==> src/isotp_seg_pkg.sv <==
// Package with the frame record type and the protocol constants of the segmenter.
`timescale 1ns / 1ps
`default_nettype none

package isotp_seg_pkg;

   localparam int unsigned CAN_ID_W    = 11;
   localparam int unsigned LEN_W       = 12;
   localparam int unsigned QUEUE_DEPTH = 2;

   // Longest PDU that still fits in a single frame.
   localparam logic [LEN_W-1:0] SF_MAX_LEN = 12'd7;
   localparam logic [3:0] FF_PAYLOAD = 4'd6;
   localparam logic [3:0] CF_PAYLOAD = 4'd7;
   localparam logic [3:0] FF_DLC     = 4'd8;

   localparam logic [7:0] PCI_FF = 8'h10;
   localparam logic [7:0] PCI_CF = 8'h20;

   // One finished CAN frame; data[0] is the protocol control byte.
   typedef struct packed {
      logic [3:0]      dlc;
      logic [7:0][7:0] data;
      logic            last;
   } frame_type;

endpackage

`default_nettype wire

==> src/isotp_pdu_segmenter_unit.sv <==
// Top level of the ISO-TP transmit segmenter: PDU bytes in, classic CAN frames out.
//
//   Channel  Direction  Handshake               Beat
//   req_     in         req_valid / req_stall   one PDU byte, start flag, PDU length
//   rsp_     out        rsp_valid / rsp_stall   one CAN frame: id, DLC, 8 data bytes, last flag
//   csr_     in         csr_valid / csr_ready   target CAN identifier, 11 bits
//
// One PDU byte is accepted in every cycle unless the input is stalled; the byte that completes a frame
// reaches the result channel through a queue slot and then the output register.
// The input stalls only while the frame queue is full, so with a free-running sink the
// sustained rate is one byte per cycle, and the queue depth sets how long a stalled sink
// can be ridden out. Reset is synchronous and active high and clears all control state.
module isotp_pdu_segmenter_unit
   import isotp_seg_pkg::*;
#(
   parameter int unsigned QUEUE_SLOTS = QUEUE_DEPTH
) (
   input  wire logic                clock,
   input  wire logic                reset,

   input  wire logic                req_valid,
   output logic                     req_stall,
   input  wire logic [7:0]          req_pdu_byte,
   input  wire logic                req_start_of_pdu,
   input  wire logic [LEN_W-1:0]    req_pdu_length,

   output logic                     rsp_valid,
   input  wire logic                rsp_stall,
   output logic [CAN_ID_W-1:0]      rsp_frame_id,
   output logic [3:0]               rsp_frame_dlc,
   output logic [7:0]               rsp_data_0,
   output logic [7:0]               rsp_data_1,
   output logic [7:0]               rsp_data_2,
   output logic [7:0]               rsp_data_3,
   output logic [7:0]               rsp_data_4,
   output logic [7:0]               rsp_data_5,
   output logic [7:0]               rsp_data_6,
   output logic [7:0]               rsp_data_7,
   output logic                     rsp_last_frame,

   input  wire logic                csr_valid,
   output logic                     csr_ready,
   input  wire logic [CAN_ID_W-1:0] csr_data
);

   logic [CAN_ID_W-1:0] can_id_ff;
   logic                take, push, pop, queue_full, queue_empty;
   frame_type           new_frame, head_frame, out_frame;

   // The user must change the identifier register only while the block is idle (the block
   // does not enforce it), so the output stage can stamp it on each frame as the frame leaves.
   assign csr_ready = 1'b1;

   always_ff @(posedge clock) begin
      if (reset) begin
         can_id_ff <= '0;
      end else if (csr_valid && csr_ready) begin
         can_id_ff <= csr_data;
      end
   end

   // A byte is held off only when a frame it might finish would have nowhere to go.
   assign req_stall = queue_full;
   assign take      = req_valid && !req_stall;

   isotp_seg_front u_front (
      .clock        (clock),
      .reset        (reset),
      .take         (take),
      .pdu_byte     (req_pdu_byte),
      .start_of_pdu (req_start_of_pdu),
      .pdu_length   (req_pdu_length),
      .frame        (new_frame),
      .push         (push)
   );

   isotp_seg_queue #(
      .DEPTH (QUEUE_SLOTS)
   ) u_queue (
      .clock      (clock),
      .reset      (reset),
      .push       (push),
      .push_frame (new_frame),
      .pop        (pop),
      .head_frame (head_frame),
      .full       (queue_full),
      .empty      (queue_empty)
   );

   isotp_seg_back u_back (
      .clock       (clock),
      .reset       (reset),
      .queue_empty (queue_empty),
      .head_frame  (head_frame),
      .pop         (pop),
      .rsp_stall   (rsp_stall),
      .rsp_valid   (rsp_valid),
      .rsp_frame   (out_frame)
   );

   assign rsp_frame_id   = can_id_ff;
   assign rsp_frame_dlc  = out_frame.dlc;
   assign rsp_data_0     = out_frame.data[0];
   assign rsp_data_1     = out_frame.data[1];
   assign rsp_data_2     = out_frame.data[2];
   assign rsp_data_3     = out_frame.data[3];
   assign rsp_data_4     = out_frame.data[4];
   assign rsp_data_5     = out_frame.data[5];
   assign rsp_data_6     = out_frame.data[6];
   assign rsp_data_7     = out_frame.data[7];
   assign rsp_last_frame = out_frame.last;

endmodule

`default_nettype wire

==> src/isotp_seg_front.sv <==
// Front end: accepts PDU bytes, tracks segmentation state and assembles whole frames.
`timescale 1ns / 1ps
`default_nettype none

module isotp_seg_front
   import isotp_seg_pkg::*;
(
   input  wire logic             clock,
   input  wire logic             reset,
   input  wire logic             take,
   input  wire logic [7:0]       pdu_byte,
   input  wire logic             start_of_pdu,
   input  wire logic [LEN_W-1:0] pdu_length,
   output frame_type             frame,
   output logic                  push
);

   logic [7:0]       bytes_ff [7];
   logic [7:0]       bytes_in [7];
   logic [2:0]       fill_ff, fill_in;
   logic [LEN_W-1:0] seen_ff, seen_in;
   logic [LEN_W-1:0] total_ff, total_in;
   logic [3:0]       seq_ff, seq_in;
   logic             multi_ff, multi_in;
   logic             ffp_ff, ffp_in;

   logic [7:0]       e_bytes [7];
   logic [7:0]       w_bytes [7];
   logic [2:0]       e_fill;
   logic [LEN_W-1:0] e_seen, e_total, new_seen;
   logic [3:0]       e_seq, cap, new_fill;
   logic             e_multi, e_ffp, active, last, emit;

   always_comb begin
      // State as seen by this byte, after a start marker has reset it.
      e_bytes = bytes_ff;
      e_fill  = fill_ff;
      e_seen  = seen_ff;
      e_total = total_ff;
      e_seq   = seq_ff;
      e_multi = multi_ff;
      e_ffp   = ffp_ff;
      if (start_of_pdu) begin
         for (int i = 0; i < 7; i++) begin
            e_bytes[i] = 8'h00;
         end
         e_fill  = 3'd0;
         e_seen  = '0;
         e_total = pdu_length;
         e_seq   = 4'd1;
         e_multi = pdu_length > SF_MAX_LEN;
         e_ffp   = pdu_length > SF_MAX_LEN;
      end

      active = e_seen < e_total;
      if (!e_multi) begin
         cap = e_total[3:0];
      end else if (e_ffp) begin
         cap = FF_PAYLOAD;
      end else begin
         cap = CF_PAYLOAD;
      end

      new_fill = {1'b0, e_fill} + 4'd1;
      new_seen = e_seen + LEN_W'(1);
      last     = new_seen >= e_total;
      emit     = active && ((new_fill >= cap) || last);

      w_bytes = e_bytes;
      for (int i = 0; i < 7; i++) begin
         if (active && (e_fill == 3'(i))) begin
            w_bytes[i] = pdu_byte;
         end
      end

      bytes_in = w_bytes;
      fill_in  = active ? new_fill[2:0] : e_fill;
      seen_in  = active ? new_seen : e_seen;
      total_in = e_total;
      seq_in   = e_seq;
      multi_in = e_multi;
      ffp_in   = e_ffp;

      frame.last = last;
      frame.data = '0;
      if (!e_multi) begin
         frame.dlc     = new_fill + 4'd1;
         frame.data[0] = {4'h0, e_total[3:0]};
         for (int i = 0; i < 7; i++) begin
            frame.data[i+1] = w_bytes[i];
         end
      end else if (e_ffp) begin
         frame.dlc     = FF_DLC;
         frame.data[0] = PCI_FF | {4'h0, e_total[11:8]};
         frame.data[1] = e_total[7:0];
         for (int i = 0; i < 6; i++) begin
            frame.data[i+2] = w_bytes[i];
         end
      end else begin
         frame.dlc     = new_fill + 4'd1;
         frame.data[0] = PCI_CF | {4'h0, e_seq};
         for (int i = 0; i < 7; i++) begin
            frame.data[i+1] = w_bytes[i];
         end
      end

      if (emit) begin
         for (int i = 0; i < 7; i++) begin
            bytes_in[i] = 8'h00;
         end
         fill_in = 3'd0;
         ffp_in  = 1'b0;
         if (e_multi && e_ffp) begin
            seq_in = 4'd1;
         end else if (e_multi) begin
            seq_in = e_seq + 4'd1;
         end
      end

      push = take && emit;
   end

   always_ff @(posedge clock) begin
      if (reset) begin
         for (int i = 0; i < 7; i++) begin
            bytes_ff[i] <= 8'h00;
         end
         fill_ff  <= 3'd0;
         seen_ff  <= '0;
         total_ff <= '0;
         seq_ff   <= 4'd1;
         multi_ff <= 1'b0;
         ffp_ff   <= 1'b0;
      end else if (take) begin
         bytes_ff <= bytes_in;
         fill_ff  <= fill_in;
         seen_ff  <= seen_in;
         total_ff <= total_in;
         seq_ff   <= seq_in;
         multi_ff <= multi_in;
         ffp_ff   <= ffp_in;
      end
   end

endmodule

`default_nettype wire

==> src/isotp_seg_queue.sv <==
// Short frame queue between the assembling front end and the output stage.
`timescale 1ns / 1ps
`default_nettype none

module isotp_seg_queue
   import isotp_seg_pkg::*;
#(
   parameter int unsigned DEPTH = QUEUE_DEPTH
) (
   input  wire logic      clock,
   input  wire logic      reset,
   input  wire logic      push,
   input  wire frame_type push_frame,
   input  wire logic      pop,
   output frame_type      head_frame,
   output logic           full,
   output logic           empty
);

   localparam int unsigned PTR_W = (DEPTH > 1) ? $clog2(DEPTH) : 1;
   localparam int unsigned CNT_W = $clog2(DEPTH + 1);

   frame_type        slots_ff [DEPTH];
   logic [PTR_W-1:0] wr_ptr_ff, wr_ptr_in;
   logic [PTR_W-1:0] rd_ptr_ff, rd_ptr_in;
   logic [CNT_W-1:0] count_ff, count_in;
   logic             do_push, do_pop;

   assign full       = count_ff == CNT_W'(DEPTH);
   assign empty      = count_ff == '0;
   assign head_frame = slots_ff[rd_ptr_ff];
   assign do_push    = push && !full;
   assign do_pop     = pop && !empty;

   always_comb begin
      wr_ptr_in = wr_ptr_ff;
      rd_ptr_in = rd_ptr_ff;
      count_in  = count_ff;
      if (do_push) begin
         wr_ptr_in = (wr_ptr_ff == PTR_W'(DEPTH - 1)) ? '0 : wr_ptr_ff + PTR_W'(1);
      end
      if (do_pop) begin
         rd_ptr_in = (rd_ptr_ff == PTR_W'(DEPTH - 1)) ? '0 : rd_ptr_ff + PTR_W'(1);
      end
      if (do_push && !do_pop) begin
         count_in = count_ff + CNT_W'(1);
      end else if (do_pop && !do_push) begin
         count_in = count_ff - CNT_W'(1);
      end
   end

   always_ff @(posedge clock) begin
      if (do_push) begin
         slots_ff[wr_ptr_ff] <= push_frame;
      end
   end

   always_ff @(posedge clock) begin
      if (reset) begin
         wr_ptr_ff <= '0;
         rd_ptr_ff <= '0;
         count_ff  <= '0;
      end else begin
         wr_ptr_ff <= wr_ptr_in;
         rd_ptr_ff <= rd_ptr_in;
         count_ff  <= count_in;
      end
   end

endmodule

`default_nettype wire

==> src/isotp_seg_back.sv <==
// Back end: output register that presents queued frames on the result channel.
`timescale 1ns / 1ps
`default_nettype none

module isotp_seg_back
   import isotp_seg_pkg::*;
(
   input  wire logic                clock,
   input  wire logic                reset,
   input  wire logic                queue_empty,
   input  wire frame_type           head_frame,
   output logic                     pop,
   input  wire logic                rsp_stall,
   output logic                     rsp_valid,
   output frame_type                rsp_frame
);

   logic      valid_ff, valid_in;
   frame_type frame_ff;

   // The output register reloads whenever it is empty or its beat is taken.
   assign pop       = !queue_empty && (!valid_ff || !rsp_stall);
   assign valid_in  = pop ? 1'b1 : (valid_ff && rsp_stall);
   assign rsp_valid = valid_ff;
   assign rsp_frame = frame_ff;

   always_ff @(posedge clock) begin
      if (reset) begin
         valid_ff <= 1'b0;
      end else begin
         valid_ff <= valid_in;
      end
   end

   always_ff @(posedge clock) begin
      if (pop) begin
         frame_ff <= head_frame;
      end
   end

endmodule

`default_nettype wire
==> config.mk <==
export PLATFORM = sky130hd
export DESIGN_NAME = isotp_pdu_segmenter_unit
export DESIGN_NICKNAME = d
export VERILOG_FILES = /design/src/isotp_seg_pkg.sv /design/src/isotp_pdu_segmenter_unit.sv /design/src/isotp_seg_front.sv /design/src/isotp_seg_queue.sv /design/src/isotp_seg_back.sv
export SDC_FILE = /design/constraint.sdc
export NUM_CORES = 1
export LEC_CHECK = 0
export BUFFER_PORTS_ARGS = -buffer_cell sky130_fd_sc_hd__buf_2
export CAP_MARGIN = 15
export CORE_AREA = 2 2 156 158
export DETAILED_ROUTE_END_ITERATION = 7
export DIE_AREA = 0 0 158 160
export GPL_ROUTABILITY_DRIVEN = 0
export PLACE_DENSITY = 0.86
export SLEW_MARGIN = 15
export SYNTH_ARGS = -nofsm -noshare
export SYNTH_HDL_FRONTEND = slang
export SYNTH_HIERARCHICAL = 1
export SYNTH_SLANG_ARGS = --single-unit
==> constraint.sdc <==
create_clock -name clock -period 17.79 [get_ports clock]
set_input_delay 3.558 -clock clock [delete_from_list [all_inputs] [get_ports clock]]
set_output_delay 3.558 -clock clock [all_outputs]
set_load 0.02 [all_outputs]
=== Word-level counts from Yosys, hierarchy flattened ===
Memories as Yosys holds them, arrays and structs flattened. A register that Yosys moved wholly into a read port is not among the register bits.
Index checks and enable logic that the tools add are counted.

* Reduce and logical (&&, ||, !) cells: 28
* Bitwise gates (word level): 0
* Divide/modulo/power cells: 0
* $add $sub $neg: 8
* Shift operators: 0
* Order comparisons: 4
* Eq/ne operators: 7
* Muxes and demuxes: 33
* $mul: 0

{| class="wikitable"
|+ Operators by type and width
! kind !! number
|-
| $mux W68 || 2
|-
| $mux W56 || 2
|-
| $mux W8 || 7
|-
| $mux W12 || 3
|-
| $mux W4 || 5
|-
| $logic_and A1 B1 Y1 || 17
|-
| $add A12 B1 Y12 const B || 1
|-
| $ge A12 B12 Y1 || 1
|-
| $gt A12 B3 Y1 const B || 1
|-
| $lt A12 B12 Y1 || 1
|-
| $eq A3 B3 Y1 const B || 3
|-
| $mux W1 || 9
|-
| $mux W3 || 3
|-
| $add A4 B1 Y4 const B || 2
|-
| $eq A3 B2 Y1 const B || 2
|-
| $logic_not A1 Y1 || 6
|-
| $add A3 B1 Y4 const B || 1
|-
| $ge A4 B4 Y1 || 1
|-
| $mux W2 || 2
|-
| $eq A3 B1 Y1 const B || 1
|-
| $logic_not A3 Y1 || 1
|-
| $add A1 B1 Y1 const B || 2
|-
| $add A2 B1 Y2 const B || 1
|-
| $eq A2 B2 Y1 const B || 1
|-
| other kinds (4) || 5
|}

* Word-level logic and storage cells: 99
* Output and inout port bits: 83
* Latch bits: 0
* Memory bits (read-only): 0
* Input bits: 37
* Memories kept: 1
* RAM bits: 138
* Bits in registers: 105

{| class="wikitable"
|+ Memories
! name !! depth !! bits a word !! read ports !! clocked after Yosys merged registers in !! wr ports !! RTL line !! source
|-
| u_queue.slots_ff || 2 || 69 || 1 || 1 || 1 || isotp_seg_queue.sv:23 || <nowiki>frame_type slots_ff [DEPTH];</nowiki>
|}

=== Longest topological paths before layout ===
* Depth after elaboration: 13
* Depth in mapped cells: 25
* Gate-level depth less buffers: 20

=== By module ===
The synthesis kept the hierarchy.

{| class="wikitable"
|+ Modules (own cells, without submodules)
! module !! cells an instance !! instances !! area each (um^2) !! sequential area each (um^2)
|-
| isotp_seg_front || 997 || 1 || 7420.9 || 1781.7
|-
| isotp_seg_queue || 240 || 1 || 5235.0 || 4244.1
|-
| isotp_seg_back || 73 || 1 || 2109.5 || 2092.0
|-
| isotp_pdu_segmenter_unit || 38 || 1 || 404.1 || 220.2
|}

=== Worst setup path after synthesis ===
Ideal clock, no wire load.

* Path type: in2reg
* From: in req_start_of_pdu
* To: mem u_queue/slots_ff[1][0] (netlist bit), enable pin
* Data arrival time: 8802 ps
* Setup time: 435 ps
* Path buffers: 7
* Path slack: 8553 ps
* Data required time: 17355 ps
* Cell stages on the path: 21
* Cell sequence: buf_2 > clkbuf_1 > clkbuf_1 > clkbuf_1 > nor2b_1 > ha_1 > nand4_1 > nor3_1 > mux2_2 > ha_1 > nand4_1 > nor3_1 > a2111oi_4 > nor4b_4 > buf_6 > buf_6 > buf_6 > nor3_1 > inv_1 > nor2_1 > and2_1

* Cells in the longest elaborated chain, start to end: 10
* Elaborated cells on any way between the ends: 18
* Those cells by class: add/sub (2); order compare (3); mux (9); reduce/logical (4)

{| class="wikitable"
|+ RTL lines
! item !! RTL line !! source
|-
| start: declaration || isotp_pdu_segmenter_unit.sv:24 || <nowiki>input wire logic req_start_of_pdu,</nowiki>
|-
| branches (longest 5 deep; another with $add A12 B1 Y12) || -- ||
|-
| $logic_and A1 B1 Y1 (*) || isotp_seg_front.sv:67 || <nowiki>emit = active && ((new_fill >= cap) || last);</nowiki>
|-
| $logic_and A1 B1 Y1 (*) || isotp_seg_front.sv:120 || <nowiki>push = take && emit;</nowiki>
|-
| net push || isotp_pdu_segmenter_unit.sv:47 || <nowiki>logic take, push, pop, queue_full, queue_empty;</nowiki>
|-
| $logic_and A1 B1 Y1 (*) || isotp_seg_queue.sv:32 || <nowiki>assign do_push = push && !full;</nowiki>
|-
| net u_queue.do_push || isotp_seg_queue.sv:27 || <nowiki>logic do_push, do_pop;</nowiki>
|-
| $mux W1 (*) || isotp_seg_queue.sv:53 || <nowiki>if (do_push) begin</nowiki>
|-
| $mux W1 (not written as such) (*) || isotp_seg_queue.sv:54 || <nowiki>slots_ff[wr_ptr_ff] <= push_frame;</nowiki>
|-
| end: declaration || isotp_seg_queue.sv:23 ||
|}

Mark *: on every way through the listed nets, which the timed path passes.

=== Worst setup path in the final report ===
* From: in req_start_of_pdu
* To: mem u_queue/slots_ff[0][31] (netlist bit), enable pin

* Cells in the longest elaborated chain, start to end: 10
* Elaborated cells on any way between the ends: 18
* Those cells by class: add/sub (2); order compare (3); mux (9); reduce/logical (4)

{| class="wikitable"
|+ RTL lines
! item !! RTL line
|-
| branches (longest 5 deep; another with $add A12 B1 Y12) || --
|-
| $logic_and A1 B1 Y1 (*) || isotp_seg_front.sv:67
|-
| $logic_and A1 B1 Y1 (*) || isotp_seg_front.sv:120
|-
| net push || isotp_pdu_segmenter_unit.sv:47
|-
| $logic_and A1 B1 Y1 (*) || isotp_seg_queue.sv:32
|-
| $mux W1 (*) || isotp_seg_queue.sv:53
|-
| $mux W1 (not written as such) (*) || isotp_seg_queue.sv:54
|}

Marked as above.

==> results.cfg <==
[yosys]
synthCells = 1348
yosysWarnings = 6
synth_ff_type = edfxtp_1
ys_ff_latch = 313
synthArstFlopShare_pct = 0
yosysSeqAreaShare_pct = 55.0
synth_area_mm2 = 0.0152
synth_cell_types = 67
synth-edff-count = 207
synth.avg_cell_area_um2 = 11.3

[global_route]
grt_pass1_wl_mm = 57.6
grt_pass1_vias = 10700
track_usage_pct = 28.7
grt_max_degree = 104
antenna_found_initial = 1
overflow = 0

[routing]
via_count = 11500
drtAntennaViolNets = 0
drt-initial-drc-count = 2069
viasPerCell = 6.53
routed_wl_mm = 37.1
dr.pass1.iters = 8
route.detailed.drc = 0
post_drt_wl_per_cell_um = 21.1

[power]
ir_worst_vdd_mv = 0.0634
p_leak_nw = 6.08
p_per_area_mw_per_mm2 = 97.8

[flow_run]
max_cap_violations = 0

[timing]
min_period_ns = 9.14
tightest_slew_ns = 1.12
setup_violations = 0
finalSetupTns_ns = 0
timing.slew.headroom_pct = 25.2
worst_slack_ns = 8.65
period_share_pct = 51.4
fin_skew_ns = 0.0138
slew_viol_final = 0
hold_viol = 0
grt_setup_unrepaired = no
fmax_ghz = 0.109

[clock_network]
clk-insertion-delay-late_ns = 0.55
clockBufferDepth = 3
cts_resized = 0
cts_max_level = 1
cts_sinks = 313
cts_made_buffers = 30
clock-root-buffer = clkbuf_16
cts_tree = built
hold_buffers = 0
post-cts-setup-buffers = 0
path_clk_slew_ns = 0.06

[placed_design]
place_ws_ns = 8.25
placedInstanceArea_mm2 = 0.0158
place_hpwl_mm = 23.2
placed_cells = 1699
portBuffers = 118

[layout]
area_growth_pct = 10.6
final_cell_area_mm2 = 0.0168
fin_cells = 1756
layout_commonest_cell = edfxtp_1
fin_nets = 1483
layout_common_cells = 207 x edfxtp_1, 151 x nand2_1, 117 x buf_2
drive_above_1_share_pct = 21.9
n_antenna_cell = 0

[worst_setup_path]
start_kind = primary input
cp_max_fo = 103
worstPathRequired_ns = 17.96
path_class = primary input to flop
critical_path_arrival_ns = 9.31
rrSetupSlack_ns = 12.43
end_kind = flop

[worst_hold_path]
hold_path.class = flop to flop

[floorplanning]
dieArea_mm2 = 0.0253
die_x_um = 158
chipHeight_um = 160
core_mm2 = 0.0238
io_pins = 120
rows = 57
start_util_pct = 63.7

[status]
status = complete, no violations
-- final timing paths --
check,from,to,cells past startpoint
setup / recovery,req_start_of_pdu,u_queue/slots_ff[0][31],19
hold / removal,u_front/total_ff[3],u_front/total_ff[3],2
setup reg to reg,u_front/seen_ff[0],u_queue/slots_ff[0][31],17
hold reg to reg,u_front/total_ff[3],u_front/total_ff[3],2
-- where the power goes --
| part | leakage (nW) | switching (mW) | internal, mW |
|---|---|---|---|
| Sequential | 2.66 | 0.0131 | 0.819 |
| Clock | 0.450 | 0.272 | 0.340 |
| Combinational | 2.97 | 0.140 | 0.0555 |
| Total | 6.08 | 0.425 | 1.21 |
-- synth_stat cells, types with 8 or more instances --
library cell	n	share of area, %
o221ai_1	8	0.46
edfxtp_1	207	41
and3_1	28	1.2
a41oi_1	24	1.4
buf_6	9	0.67
o31ai_1	11	0.54
a222oi_1	8	0.53
nor2b_1	37	1.5
nand3_1	62	2.0
o41ai_1	9	0.52
nor3_1	22	0.73
and2_1	19	0.78
inv_1	43	1.1
clkbuf_1	52	1.3
nand4_1	44	1.8
mux2i_1	32	2.1
o2111ai_1	34	2.0
mux2_2	88	6.5
xor2_1	8	0.46
a32oi_1	8	0.46
o21ai_0	47	1.6
a21oi_1	73	2.4
dfxtp_1	106	14
buf_2	39	1.3
nand2_1	151	3.7
nor2_1	48	1.2
ha_1	38	3.1
mux2_4	10	0.99
-- worst max-delay path, stage by stage --
cell and delay, ns:
buf_4 0.25, inv_1 0.77, nand2_1 0.22, inv_1 0.21, ha_1 0.27, nand4_1 0.19, nor3_1 0.40, mux2_2 0.39
ha_1 0.27, nand4_1 0.15, nor3_1 0.32, a2111oi_4 0.10, nor4b_4 0.15, buf_4 0.42, nor3_1 0.27, inv_1 0.09
or3_1 0.41, inv_2 0.07, buf_4 0.70
-- metrics by stage --
| stage | utilization (%) | hold slack [ns] | total power, mW |
|---|---|---|---|
| after floorplan | - | 0.425 | 0.984 |
| after global placement | 66.3 | 0.435 | 1.03 |
| after detailed placement | 66.3 | 0.443 | 1.04 |
| after CTS | 70.3 | 0.457 | 1.64 |
| after global routing | 70.4 | 0.481 | 1.69 |
| final | 70.4 | 0.456 | 1.64 |
-- per-layer routing --
layer  vias to the layer above  track usage (%)  wire length [um]
met5                         -                0                14
met2                       738             45.0             17600
li1                       5163                -                 -
met1                      5436             40.0             14100
met4                         2             10.3              1320
met3                       125             5.94              4110
-- cell families after synthesis --
group	count (synthesis)	synth area share, %
fa+ha+maj	38	3.13
simple gates	440	14.7
mux	131	9.78
flops	313	55.0
other cells	2	0.0495
compound gates	257	11.9
xor+xnor	13	0.751
buf+inv	154	4.73
-- registers in the layout, indices dropped and copies added (netlist names), named ones only --
| name | flops |
|---|---|
| u_queue/count_ff | 2 |
| rsp_frame_id | 11 |
| u_front/fill_ff | 3 |
| u_back/rsp_valid | 1 |
| u_front/ffp_ff | 1 |
| u_queue/slots_ff | 138 |
| u_front/bytes_ff | 56 |
| u_front/seq_ff | 4 |
| u_back/rsp_frame | 69 |
| u_front/seen_ff | 12 |
| u_queue/wr_ptr_ff | 1 |
| u_front/total_ff | 12 |
| u_front/multi_ff | 1 |
| u_queue/rd_ptr_ff | 1 |
-- layout make-up --
class	count	area (um2)
Sequential cell	313	8340
Fill cell	1598	7050
Multi-Input combinational cell	882	6150
Clock buffer	36	805
Timing Repair Buffer	137	756
Tap cell	324	405
Inverter	44	165
Clock inverter	20	155
No activity file was read; power rests on OpenSTA's default activity.
